<file path="src/crs_pkg.sv">
// Shared types and constants for the CVT ratio scheduler.
// Holds the command struct between controller and datapath, the register
// indexes, the drive mode and terrain codes, and the Q4.12 constants.
package crs_pkg;

	localparam int CFG_IDX_W = 3;
	localparam int CFG_DATA_W = 16;
	localparam int CNT_W = 8;
	localparam int VIOLATION_LIMIT_DEF = 5;

	// Numerator of the pedal term, quotient and working ratio widths.
	localparam int NUM_W = 24;
	localparam int QUO_W = 13;
	localparam int RAT_W = 17;
	localparam int MUL_B_W = 16;
	localparam int PROD_W = NUM_W + MUL_B_W;
	// Reciprocals are floor(2^RECIP_SH / divisor).
	localparam int RECIP_SH = 24;
	localparam int QFRAC = 12;

	typedef enum logic [CFG_IDX_W-1:0] {
		CFG_DRIVE_MODE = 3'd0,
		CFG_MIN_RATIO = 3'd1,
		CFG_MAX_RATIO = 3'd2,
		CFG_OIL_TEMP_LIMIT = 3'd3,
		CFG_ENGINE_SPEED_FLOOR = 3'd4
	} crs_cfg_e;

	typedef enum logic [1:0] {
		MODE_MANUAL = 2'd0,
		MODE_PLOWING = 2'd1,
		MODE_SEEDING = 2'd2,
		MODE_TRANSPORT = 2'd3
	} crs_mode_e;

	typedef enum logic [1:0] {
		TERRAIN_FLAT = 2'd0,
		TERRAIN_HILLY = 2'd1,
		TERRAIN_STEEP = 2'd2,
		TERRAIN_OTHER = 2'd3
	} crs_terrain_e;

	typedef enum logic [2:0] {
		OP_NONE = 3'd0,
		OP_PNUM = 3'd1,
		OP_PREC = 3'd2,
		OP_PCOR = 3'd3,
		OP_BASE = 3'd4,
		OP_SC1 = 3'd5,
		OP_SC2 = 3'd6,
		OP_SC3 = 3'd7
	} crs_op_e;

	typedef struct packed {
		logic capture;
		crs_op_e op;
		logic out_write;
		logic issued;
	} crs_cmd_t;

	// Q4.12 constants.
	localparam logic [15:0] Q_0P9 = 16'd3686;
	localparam logic [15:0] Q_1P1 = 16'd4506;
	localparam logic [15:0] Q_0P8 = 16'd3277;
	localparam logic [15:0] Q_0P7 = 16'd2867;
	localparam logic [15:0] Q_0P6 = 16'd2458;
	localparam logic [15:0] Q_1P2 = 16'd4915;
	localparam logic [15:0] Q_1P5 = 16'd6144;
	localparam logic [15:0] Q_1P6 = 16'd6554;
	localparam logic [15:0] Q_1P8 = 16'd7373;
	localparam logic [15:0] Q_0P5 = 16'd2048;
	localparam logic [15:0] Q_TENTH = 16'd410;

	// Pedal term numerators, divisors and their reciprocals.
	localparam logic [15:0] PED_NUM_MANUAL = 16'd6144;
	localparam logic [15:0] PED_NUM_SEEDING = 16'd2048;
	localparam logic [15:0] PED_NUM_TRANSPORT = 16'd12288;
	localparam logic [15:0] DIV_SMALL = 16'd1000;
	localparam logic [15:0] DIV_LARGE = 16'd10000;
	localparam logic [15:0] RECIP_SMALL = 16'((64'd1 << RECIP_SH) / 64'd1000);
	localparam logic [15:0] RECIP_LARGE = 16'((64'd1 << RECIP_SH) / 64'd10000);

	// Reset values of the configuration registers.
	localparam logic [15:0] MIN_RATIO_RST = 16'd2048;
	localparam logic [15:0] MAX_RATIO_RST = 16'd10240;
	localparam logic signed [11:0] OIL_LIMIT_RST = 12'sd1100;
	localparam logic [12:0] RPM_FLOOR_RST = 13'd800;

	// Thresholds.
	localparam logic [9:0] LOAD_HEAVY = 10'd800;
	localparam logic [9:0] LOAD_MEDIUM = 10'd600;
	localparam logic [9:0] LOAD_SEED = 10'd700;
	localparam logic [9:0] PLOAD_HIGH = 10'd800;
	localparam logic [9:0] PLOAD_LOW = 10'd300;
	localparam logic [12:0] SPEED_PLOW_SLOW = 13'd200;
	localparam logic [12:0] SPEED_HOLD_LO = 13'd50;
	localparam logic [12:0] SPEED_HOLD_HI = 13'd300;
	localparam logic [12:0] SPEED_FAST = 13'd1000;
	localparam logic [12:0] SPEED_MID = 13'd500;

endpackage

</file>
<file path="src/crs_ctrl.sv">
// Controller of the CVT ratio scheduler: sequencer, safety counter and
// result flags. Drives the datapath through crs_cmd_t; depends on crs_pkg.
module crs_ctrl #(
	parameter int VIOLATION_LIMIT = crs_pkg::VIOLATION_LIMIT_DEF
) (
	input logic clk,
	input logic arst_n,
	input logic in_valid,
	output logic in_stall,
	output logic out_valid,
	input logic out_stall,
	output logic target_issued,
	output logic safety_fault,
	output logic shut_off,
	input logic sample_fault,
	output crs_pkg::crs_cmd_t cmd
);
	import crs_pkg::*;

	typedef enum logic [3:0] {
		ST_IDLE,
		ST_CHECK,
		ST_PREC,
		ST_PCOR,
		ST_BASE,
		ST_SC1,
		ST_SC2,
		ST_SC3,
		ST_DONE
	} state_t;

	localparam logic [CNT_W-1:0] LIMIT = CNT_W'(VIOLATION_LIMIT);

	state_t state_q;
	logic [CNT_W-1:0] viol_cnt_q;
	logic enabled_q;
	logic iss_q;
	logic flt_q;
	logic shut_q;
	logic out_valid_q;
	logic issued_q;
	logic fault_out_q;
	logic shut_out_q;
	logic out_free;
	logic [CNT_W-1:0] cnt_inc;

	assign out_free = !out_valid_q || !out_stall;
	assign cnt_inc = (viol_cnt_q == {CNT_W{1'b1}}) ? viol_cnt_q : viol_cnt_q + CNT_W'(1);
	assign in_stall = (state_q != ST_IDLE);

	assign out_valid = out_valid_q;
	assign target_issued = issued_q;
	assign safety_fault = fault_out_q;
	assign shut_off = shut_out_q;

	always_comb begin
		cmd.capture = (state_q == ST_IDLE) && in_valid;
		cmd.out_write = (state_q == ST_DONE) && out_free;
		cmd.issued = iss_q;
		case (state_q)
			ST_CHECK: cmd.op = OP_PNUM;
			ST_PREC: cmd.op = OP_PREC;
			ST_PCOR: cmd.op = OP_PCOR;
			ST_BASE: cmd.op = OP_BASE;
			ST_SC1: cmd.op = OP_SC1;
			ST_SC2: cmd.op = OP_SC2;
			ST_SC3: cmd.op = OP_SC3;
			default: cmd.op = OP_NONE;
		endcase
	end

	always_ff @(posedge clk or negedge arst_n) begin
		if (!arst_n) begin
			state_q <= ST_IDLE;
			viol_cnt_q <= '0;
			enabled_q <= 1'b1;
			iss_q <= 1'b0;
			flt_q <= 1'b0;
			shut_q <= 1'b0;
			out_valid_q <= 1'b0;
			issued_q <= 1'b0;
			fault_out_q <= 1'b0;
			shut_out_q <= 1'b0;
		end else begin
			if (out_valid_q && !out_stall && !cmd.out_write) begin
				out_valid_q <= 1'b0;
			end
			case (state_q)
				ST_IDLE: begin
					if (in_valid) begin
						state_q <= ST_CHECK;
					end
				end
				ST_CHECK: begin
					// The datapath starts the pedal product here whatever the
					// outcome; an early exit simply ignores it.
					if (!enabled_q) begin
						iss_q <= 1'b0;
						flt_q <= 1'b0;
						shut_q <= 1'b1;
						state_q <= ST_DONE;
					end else if (sample_fault) begin
						viol_cnt_q <= cnt_inc;
						flt_q <= 1'b1;
						if (cnt_inc >= LIMIT) begin
							enabled_q <= 1'b0;
							iss_q <= 1'b0;
							shut_q <= 1'b1;
							state_q <= ST_DONE;
						end else begin
							iss_q <= 1'b1;
							shut_q <= 1'b0;
							state_q <= ST_PREC;
						end
					end else begin
						viol_cnt_q <= '0;
						iss_q <= 1'b1;
						flt_q <= 1'b0;
						shut_q <= 1'b0;
						state_q <= ST_PREC;
					end
				end
				ST_PREC: state_q <= ST_PCOR;
				ST_PCOR: state_q <= ST_BASE;
				ST_BASE: state_q <= ST_SC1;
				ST_SC1: state_q <= ST_SC2;
				ST_SC2: state_q <= ST_SC3;
				ST_SC3: state_q <= ST_DONE;
				ST_DONE: begin
					if (out_free) begin
						out_valid_q <= 1'b1;
						issued_q <= iss_q;
						fault_out_q <= flt_q;
						shut_out_q <= shut_q;
						state_q <= ST_IDLE;
					end
				end
				default: state_q <= ST_IDLE;
			endcase
		end
	end

endmodule

</file>
<file path="src/crs_datapath.sv">
// Datapath of the CVT ratio scheduler: configuration registers, sample
// capture, safety compare, shared constant multiplier and the clamp.
// Depends on crs_pkg; sequenced by crs_ctrl.
module crs_datapath (
	input logic clk,
	input logic arst_n,
	input logic cfg_wen,
	input logic [crs_pkg::CFG_IDX_W-1:0] cfg_index,
	input logic [crs_pkg::CFG_DATA_W-1:0] cfg_data,
	input logic [9:0] pedal_position,
	input logic [9:0] engine_load,
	input logic [12:0] ground_speed,
	input logic [1:0] terrain,
	input logic signed [11:0] oil_temperature,
	input logic [12:0] engine_speed,
	input logic sample_valid,
	input logic [9:0] predicted_load,
	input logic [15:0] present_ratio,
	input crs_pkg::crs_cmd_t cmd,
	output logic sample_fault,
	output logic [15:0] target_ratio
);
	import crs_pkg::*;

	crs_mode_e mode_q;
	logic [15:0] min_q;
	logic [15:0] max_q;
	logic signed [11:0] oil_lim_q;
	logic [12:0] rpm_floor_q;

	logic [9:0] pedal_q;
	logic [9:0] load_q;
	logic [12:0] speed_q;
	crs_terrain_e terrain_q;
	logic signed [11:0] temp_q;
	logic [12:0] rpm_q;
	logic valid_q;
	logic [9:0] pload_q;
	logic [15:0] present_q;

	logic [NUM_W-1:0] acc_q;
	logic [QUO_W-1:0] quo_q;
	logic [RAT_W-1:0] r_q;
	logic [15:0] target_ratio_q;

	logic [MUL_B_W-1:0] ped_num;
	logic [MUL_B_W-1:0] div_recip;
	logic [MUL_B_W-1:0] div_const;
	logic [RAT_W-1:0] base_val;
	logic scale_en;
	logic [MUL_B_W-1:0] scale_c;
	logic hold_en;
	logic [RAT_W-1:0] present_x;
	logic [RAT_W-1:0] hold_diff;
	logic [NUM_W-1:0] mul_a;
	logic [MUL_B_W-1:0] mul_b;
	logic [PROD_W-1:0] prod;
	logic [NUM_W-1:0] rem;
	logic corr;
	logic [15:0] sat_val;
	logic [15:0] hi_val;
	logic [15:0] clamp_val;

	always_ff @(posedge clk or negedge arst_n) begin
		if (!arst_n) begin
			mode_q <= MODE_MANUAL;
			min_q <= MIN_RATIO_RST;
			max_q <= MAX_RATIO_RST;
			oil_lim_q <= OIL_LIMIT_RST;
			rpm_floor_q <= RPM_FLOOR_RST;
		end else if (cfg_wen) begin
			case (cfg_index)
				CFG_DRIVE_MODE: mode_q <= crs_mode_e'(cfg_data[1:0]);
				CFG_MIN_RATIO: min_q <= cfg_data[15:0];
				CFG_MAX_RATIO: max_q <= cfg_data[15:0];
				CFG_OIL_TEMP_LIMIT: oil_lim_q <= cfg_data[11:0];
				CFG_ENGINE_SPEED_FLOOR: rpm_floor_q <= cfg_data[12:0];
				default: ;
			endcase
		end
	end

	assign sample_fault = (temp_q > oil_lim_q)
		|| ((rpm_q != '0) && (rpm_q < rpm_floor_q))
		|| !valid_q;

	always_comb begin
		case (mode_q)
			MODE_SEEDING: begin
				ped_num = PED_NUM_SEEDING;
				div_recip = RECIP_SMALL;
				div_const = DIV_SMALL;
			end
			MODE_TRANSPORT: begin
				ped_num = PED_NUM_TRANSPORT;
				div_recip = RECIP_LARGE;
				div_const = DIV_LARGE;
			end
			default: begin
				ped_num = PED_NUM_MANUAL;
				div_recip = RECIP_SMALL;
				div_const = DIV_SMALL;
			end
		endcase
	end

	always_comb begin
		case (mode_q)
			MODE_PLOWING: begin
				if (load_q > LOAD_HEAVY) begin
					base_val = RAT_W'(Q_0P6);
				end else if (load_q > LOAD_MEDIUM) begin
					base_val = RAT_W'(Q_0P7);
				end else begin
					base_val = RAT_W'(Q_0P8);
				end
			end
			MODE_SEEDING: base_val = RAT_W'(Q_1P2) + RAT_W'(quo_q);
			MODE_TRANSPORT: begin
				if (speed_q > SPEED_FAST) begin
					base_val = RAT_W'(Q_1P8) + RAT_W'(quo_q);
				end else if (speed_q > SPEED_MID) begin
					base_val = RAT_W'(Q_1P6) + RAT_W'(quo_q);
				end else begin
					base_val = RAT_W'(Q_1P5) + RAT_W'(quo_q);
				end
			end
			default: base_val = RAT_W'(Q_0P5) + RAT_W'(quo_q);
		endcase
	end

	// Which factor, if any, each scaling step applies.
	always_comb begin
		scale_en = 1'b0;
		scale_c = Q_0P9;
		case (cmd.op)
			OP_SC1: begin
				case (mode_q)
					MODE_PLOWING: scale_en = (speed_q < SPEED_PLOW_SLOW);
					MODE_SEEDING: scale_en = (load_q > LOAD_SEED);
					MODE_TRANSPORT: begin
						if (terrain_q == TERRAIN_FLAT) begin
							scale_en = 1'b1;
							scale_c = Q_1P1;
						end else if (terrain_q == TERRAIN_STEEP) begin
							scale_en = 1'b1;
						end
					end
					default: ;
				endcase
			end
			OP_SC2: begin
				if (mode_q == MODE_PLOWING) begin
					if (terrain_q == TERRAIN_STEEP) begin
						scale_en = 1'b1;
						scale_c = Q_0P8;
					end else if (terrain_q == TERRAIN_HILLY) begin
						scale_en = 1'b1;
					end
				end
			end
			OP_SC3: begin
				if (pload_q > PLOAD_HIGH) begin
					scale_en = 1'b1;
				end else if (pload_q < PLOAD_LOW) begin
					scale_en = 1'b1;
					scale_c = Q_1P1;
				end
			end
			default: ;
		endcase
	end

	// Seeding holds the present ratio when it is within a tenth of the target.
	assign present_x = RAT_W'(present_q);
	assign hold_diff = (r_q > present_x) ? (r_q - present_x) : (present_x - r_q);
	assign hold_en = (cmd.op == OP_SC2) && (mode_q == MODE_SEEDING)
		&& (speed_q > SPEED_HOLD_LO) && (speed_q < SPEED_HOLD_HI)
		&& (hold_diff < RAT_W'(Q_TENTH));

	always_comb begin
		case (cmd.op)
			OP_PNUM: begin
				mul_a = NUM_W'(pedal_q);
				mul_b = ped_num;
			end
			OP_PREC: begin
				mul_a = acc_q;
				mul_b = div_recip;
			end
			OP_PCOR: begin
				mul_a = NUM_W'(quo_q);
				mul_b = div_const;
			end
			default: begin
				mul_a = NUM_W'(r_q);
				mul_b = scale_c;
			end
		endcase
	end

	assign prod = PROD_W'(mul_a) * PROD_W'(mul_b);

	// The reciprocal estimate is low by at most one; one compare fixes it.
	assign rem = acc_q - prod[NUM_W-1:0];
	assign corr = (rem >= NUM_W'(div_const));

	assign sat_val = r_q[RAT_W-1] ? 16'hFFFF : r_q[15:0];
	assign hi_val = (sat_val > max_q) ? max_q : sat_val;
	assign clamp_val = (hi_val < min_q) ? min_q : hi_val;

	always_ff @(posedge clk) begin
		if (cmd.capture) begin
			pedal_q <= pedal_position;
			load_q <= engine_load;
			speed_q <= ground_speed;
			terrain_q <= crs_terrain_e'(terrain);
			temp_q <= oil_temperature;
			rpm_q <= engine_speed;
			valid_q <= sample_valid;
			pload_q <= predicted_load;
			present_q <= present_ratio;
		end
		case (cmd.op)
			OP_PNUM: acc_q <= prod[NUM_W-1:0];
			OP_PREC: quo_q <= prod[RECIP_SH +: QUO_W];
			OP_PCOR: quo_q <= quo_q + QUO_W'(corr);
			OP_BASE: r_q <= base_val;
			OP_SC2: begin
				if (hold_en) begin
					r_q <= present_x;
				end else if (scale_en) begin
					r_q <= prod[QFRAC +: RAT_W];
				end
			end
			OP_SC1, OP_SC3: begin
				if (scale_en) begin
					r_q <= prod[QFRAC +: RAT_W];
				end
			end
			default: ;
		endcase
		if (cmd.out_write) begin
			target_ratio_q <= cmd.issued ? clamp_val : 16'd0;
		end
	end

	assign target_ratio = target_ratio_q;

endmodule

</file>
<file path="src/cvt_ratio_scheduler_core.sv">
// Top level of the CVT ratio scheduler: joins controller and datapath.
// Depends on crs_pkg, crs_ctrl and crs_datapath.
//
//   channel   handshake            beat contents
//   cfg       cfg_wen              cfg_index, cfg_data (register write)
//   in        in_valid / in_stall  one sensor sample
//   out       out_valid / out_stall target_issued, target_ratio,
//                                  safety_fault, shut_off
//
// A sample passes the check with the pedal product, then the reciprocal,
// correction, base and three scaling steps on the one shared constant
// multiplier, and the clamp, to its result beat. A sample that finds the
// block latched off, or that latches it off, goes from the check straight
// to its result beat. in_stall is high while a sample is in work. A finished
// result waits in the output register, and the next sample can be worked on
// meanwhile; it holds in its last step until the output register frees up.
// Reset restores the register defaults, clears the violation count and
// enables the block; a latched shut-off clears only by reset.
module cvt_ratio_scheduler_core #(
	parameter int VIOLATION_LIMIT = crs_pkg::VIOLATION_LIMIT_DEF
) (
	input logic clk,
	input logic arst_n,
	input logic cfg_wen,
	input logic [crs_pkg::CFG_IDX_W-1:0] cfg_index,
	input logic [crs_pkg::CFG_DATA_W-1:0] cfg_data,
	input logic in_valid,
	output logic in_stall,
	input logic [9:0] pedal_position,
	input logic [9:0] engine_load,
	input logic [12:0] ground_speed,
	input logic [1:0] terrain,
	input logic signed [11:0] oil_temperature,
	input logic [12:0] engine_speed,
	input logic sample_valid,
	input logic [9:0] predicted_load,
	input logic [15:0] present_ratio,
	output logic out_valid,
	input logic out_stall,
	output logic target_issued,
	output logic [15:0] target_ratio,
	output logic safety_fault,
	output logic shut_off
);
	import crs_pkg::*;

	crs_cmd_t cmd;
	logic sample_fault;

	crs_ctrl #(
		.VIOLATION_LIMIT(VIOLATION_LIMIT)
	) u_ctrl (
		.clk(clk),
		.arst_n(arst_n),
		.in_valid(in_valid),
		.in_stall(in_stall),
		.out_valid(out_valid),
		.out_stall(out_stall),
		.target_issued(target_issued),
		.safety_fault(safety_fault),
		.shut_off(shut_off),
		.sample_fault(sample_fault),
		.cmd(cmd)
	);

	crs_datapath u_datapath (
		.clk(clk),
		.arst_n(arst_n),
		.cfg_wen(cfg_wen),
		.cfg_index(cfg_index),
		.cfg_data(cfg_data),
		.pedal_position(pedal_position),
		.engine_load(engine_load),
		.ground_speed(ground_speed),
		.terrain(terrain),
		.oil_temperature(oil_temperature),
		.engine_speed(engine_speed),
		.sample_valid(sample_valid),
		.predicted_load(predicted_load),
		.present_ratio(present_ratio),
		.cmd(cmd),
		.sample_fault(sample_fault),
		.target_ratio(target_ratio)
	);

endmodule

</file>
<file path="config.mk">
export PLATFORM = sky130hd
export DESIGN_NAME = cvt_ratio_scheduler_core
export DESIGN_NICKNAME = d
export VERILOG_FILES = /design/src/crs_pkg.sv /design/src/crs_ctrl.sv /design/src/crs_datapath.sv /design/src/cvt_ratio_scheduler_core.sv
export SDC_FILE = /design/constraint.sdc
export NUM_CORES = 1
export LEC_CHECK = 0
export BUFFER_PORTS_ARGS = -buffer_cell sky130_fd_sc_hd__buf_2
export CORE_MARGIN = 5
export CORE_UTILIZATION = 60
export DETAILED_ROUTE_END_ITERATION = 10
export GPL_TIMING_DRIVEN = 0
export HOLD_SLACK_MARGIN = 0.1
export MAX_ROUTING_LAYER = met4
export PLACE_DENSITY = 0.77
export SLEW_MARGIN = 10
export SYNTH_ARGS = -nofsm -noshare
export SYNTH_HDL_FRONTEND = slang
export SYNTH_SLANG_ARGS = --single-unit
</file>
<file path="constraint.sdc">
create_clock -name clk -period 15.05 [get_ports clk]
set_clock_uncertainty 0.15 [all_clocks]
set_input_delay 3.01 -clock clk [delete_from_list [all_inputs] [get_ports clk]]
set_output_delay 3.01 -clock clk [all_outputs]
set_load 0.01 [all_outputs]
</file>
==> out/metrics.yaml <==
outcome: "finished clean"
detail_route.drc_violations: 0
synth_flop_cell: "edfxtp_1"
drt_iter0_markers: 2238
timing.slew.headroom: 0.120
placeableCoreArea_um2: 43300
num_rows: 76
initial_core_util: 0.609
grt_pass1_wl_mm: 125
layout.cells.most_common_list: "492 x inv_1, 286 x nand2_1, 286 x fa_1"
synthDistinctLibCells: 79
worst_slew_pin_slew_ns: 1.31
htree_num_levels: 1
num-nets-final: 3705
route.antenna.remaining_nets: 0
required_ns: 15.17
grt_use_total: 0.346
final.setup.tns_ns: 0
numCtsBuffers: 25
tritoncts_num_sinks: 236
timing.final.setup_violations: 0
first_global_vias: 21800
die_area_um2: 48200
synthesis.area_um2: 26400
routed_wirelength_mm: 80.6
dr_total_vias: 21800
synth_edf_count: 157
place_congestion: 1.00
timing_hold_violations_final: 0
hold_path_class: "reg -> reg"
worst-setup-path-type: "reg -> reg"
floorplan.die.height_um: 220
grt-ovfl-total: 0
clock_latency_ns: 0.55
layout_utilization: 0.669
syn-instance-count: 2846
clock_path_buffers: 3
die_x_extent_um: 220
post-route-min-period_ns: 14.11
ys_seq_elements: 236
number_of_inserted_diodes: 0
viasPerCell: 5.95
firstDrtPassIters: 7
avg_wl_per_cell_um: 22.0
rsz_0062_raised_after_global_routing: "no"
final_min_period_over_clock_period: 0.937
worstPathMaxFanout: 19
grt_start_max_net_pins: 68
critical_path.most_common_cell: "fa_1"
slowest_stage: "a2111oi_0"
synth-async-reset-ratio: 0.335
fmaxAchievable_mhz: 70.9
path_clk_slew_ns: 0.07
synth_area_per_inst_um2: 9.26
cap_violations: 0
critical_path.endpoint_type: "flop"
tritoncts: "yes"
stage_delay_of_the_slowest_cell_on_the_critical_path_ns: 0.88
antenna_found_initial: 1
synth-seq-area-share: 0.254
detailedPlacementHpwl_mm: 65.7
ioPinCount: 132
synthesis.yosys.warnings: 0
final_common_cell: "inv_1"
final-max-slew-violation-count: 0
cts.root.buffer_cell: "clkbuf_16"
critPathArrivalTime_ns: 14.23
buffers_on_ports: 131
post_route_cells_drive_above_1_share: 0.0957
area.growth.synth_to_final_pct: 9.72
timing.critical_path.from_type: "flop"
## final timing paths
path | end | slack [ns] | depth (start not counted) | from
hold / removal | u_ctrl.target_issued$_DFFE_PN0P_ | 0.35 | 1 | u_ctrl.target_issued$_DFFE_PN0P_
min in group asynchronous | u_datapath.min_q[12]$_DFFE_PN0P_ | 2.20 | 1 | arst_n
hold reg to reg | u_ctrl.target_issued$_DFFE_PN0P_ | 0.35 | 1 | u_ctrl.target_issued$_DFFE_PN0P_
max in group asynchronous | u_ctrl.enabled_q$_DFFE_PN1P_ | 11.90 | 2 | arst_n
setup reg to reg | u_datapath.quo_q[12]$_DFFE_PP_ | 0.94 | 45 | u_ctrl.state_q[3]$_DFFE_PN0P_
setup / recovery | u_datapath.quo_q[12]$_DFFE_PP_ | 0.94 | 45 | u_ctrl.state_q[3]$_DFFE_PN0P_
## state kept, by name, summed over array words and instances (netlist names), 16 cells and up
register / cells
u_datapath.target_ratio: 16
u_datapath.r_q: 17
u_datapath.max_q: 16
u_datapath.acc_q: 24
u_datapath.present_q: 16
u_datapath.min_q: 16
## synthesized netlist by cell type, types with 6 or more instances
cell | count | area [µm²]
a2111oi_0 | 7 | 61.3
a211oi_1 | 14 | 105
a21o_1 | 42 | 315
a21oi_1 | 129 | 646
a221o_1 | 10 | 100
a221oi_1 | 8 | 70.1
a22oi_1 | 6 | 45.0
a31o_2 | 6 | 52.6
a31oi_1 | 18 | 113
and2_1 | 10 | 62.6
and3_1 | 12 | 75.1
and4_1 | 8 | 70.1
buf_1 | 10 | 37.5
clkbuf_1 | 74 | 278
dfrtp_1 | 68 | 1700
dfstp_2 | 11 | 289
edfxtp_1 | 157 | 4710
fa_1 | 286 | 5730
ha_1 | 246 | 3080
inv_1 | 493 | 1850
mux2_2 | 43 | 484
mux2i_1 | 43 | 430
nand2_1 | 286 | 1070
nand2b_1 | 32 | 200
nand3_1 | 33 | 165
nand4_1 | 16 | 100
nor2_1 | 273 | 1020
nor2b_1 | 34 | 213
nor3_1 | 30 | 150
o2111ai_1 | 9 | 78.8
o211ai_1 | 18 | 135
o21a_1 | 32 | 240
o21ai_0 | 145 | 726
o21ai_2 | 9 | 78.8
o21bai_1 | 8 | 60.1
o221ai_1 | 7 | 61.3
or2_2 | 21 | 131
or3_1 | 6 | 37.5
xnor2_1 | 61 | 534
xor2_1 | 29 | 254
## worst max-delay path, delay by kind of cell (launching register included)
family                   cells  cell delay [ns]
AND/OR/NAND/NOR             14             2.43
flip-flops                   1             0.46
adder cells (fa/ha/maj)     10             4.38
buffers and inverters        7             1.82
AO/OA/AOI/OAI               12             3.92
XOR/XNOR                     2             0.65
## per-layer routing
layer  vias up  GRT usage  wire (µm)
met5         -          -          0
met4         0     0.0705       1920
li1       9820          -          -
met1     10700      0.507      34900
met3       153     0.0537       7530
met2      1103      0.518      36200
## metrics by stage
step                      worst slack, ns  hold WS [ns]  cells  instance area [µm²]
final                               0.943         0.353   3666                28900
after global routing                0.192         0.359   3666                28900
after CTS                           0.887         0.354   3666                28900
after detailed placement            0.919         0.340   3620                28100
after global placement               1.04         0.308   3612                27900
after floorplan                      4.62         0.294   2896                26600
## timing repair
action	in CTS	in global routing
hold buffers	0	0
setup buffers	0	0
setup endpoints to repair	0	3
gates resized for setup	0	1
## cells by family after synthesis
| logic type | count (synthesis) | share of synthesized area |
|---|---|---|
| fa+ha+maj | 532 | 0.334 |
| buf+inv | 588 | 0.0849 |
| xor+xnor | 90 | 0.0299 |
| simple gates | 780 | 0.131 |
| compound gates | 532 | 0.131 |
| mux | 86 | 0.0347 |
| other cells | 2 | 0.000285 |
| flops | 236 | 0.254 |
## layout make-up
cell class | instances | area (µm²)
Multi-Input combinational cell | 2072 | 17600
Fill cell | 3566 | 14300
Sequential cell | 236 | 6710
Inverter | 494 | 1850
Clock buffer | 36 | 759
Timing Repair Buffer | 139 | 759
Tap cell | 585 | 732
Buffer | 94 | 384
Clock inverter | 10 | 81.3
Power is not shown: default switching activity piles up to over one toggle a cycle in this logic, so the estimate is an artifact.
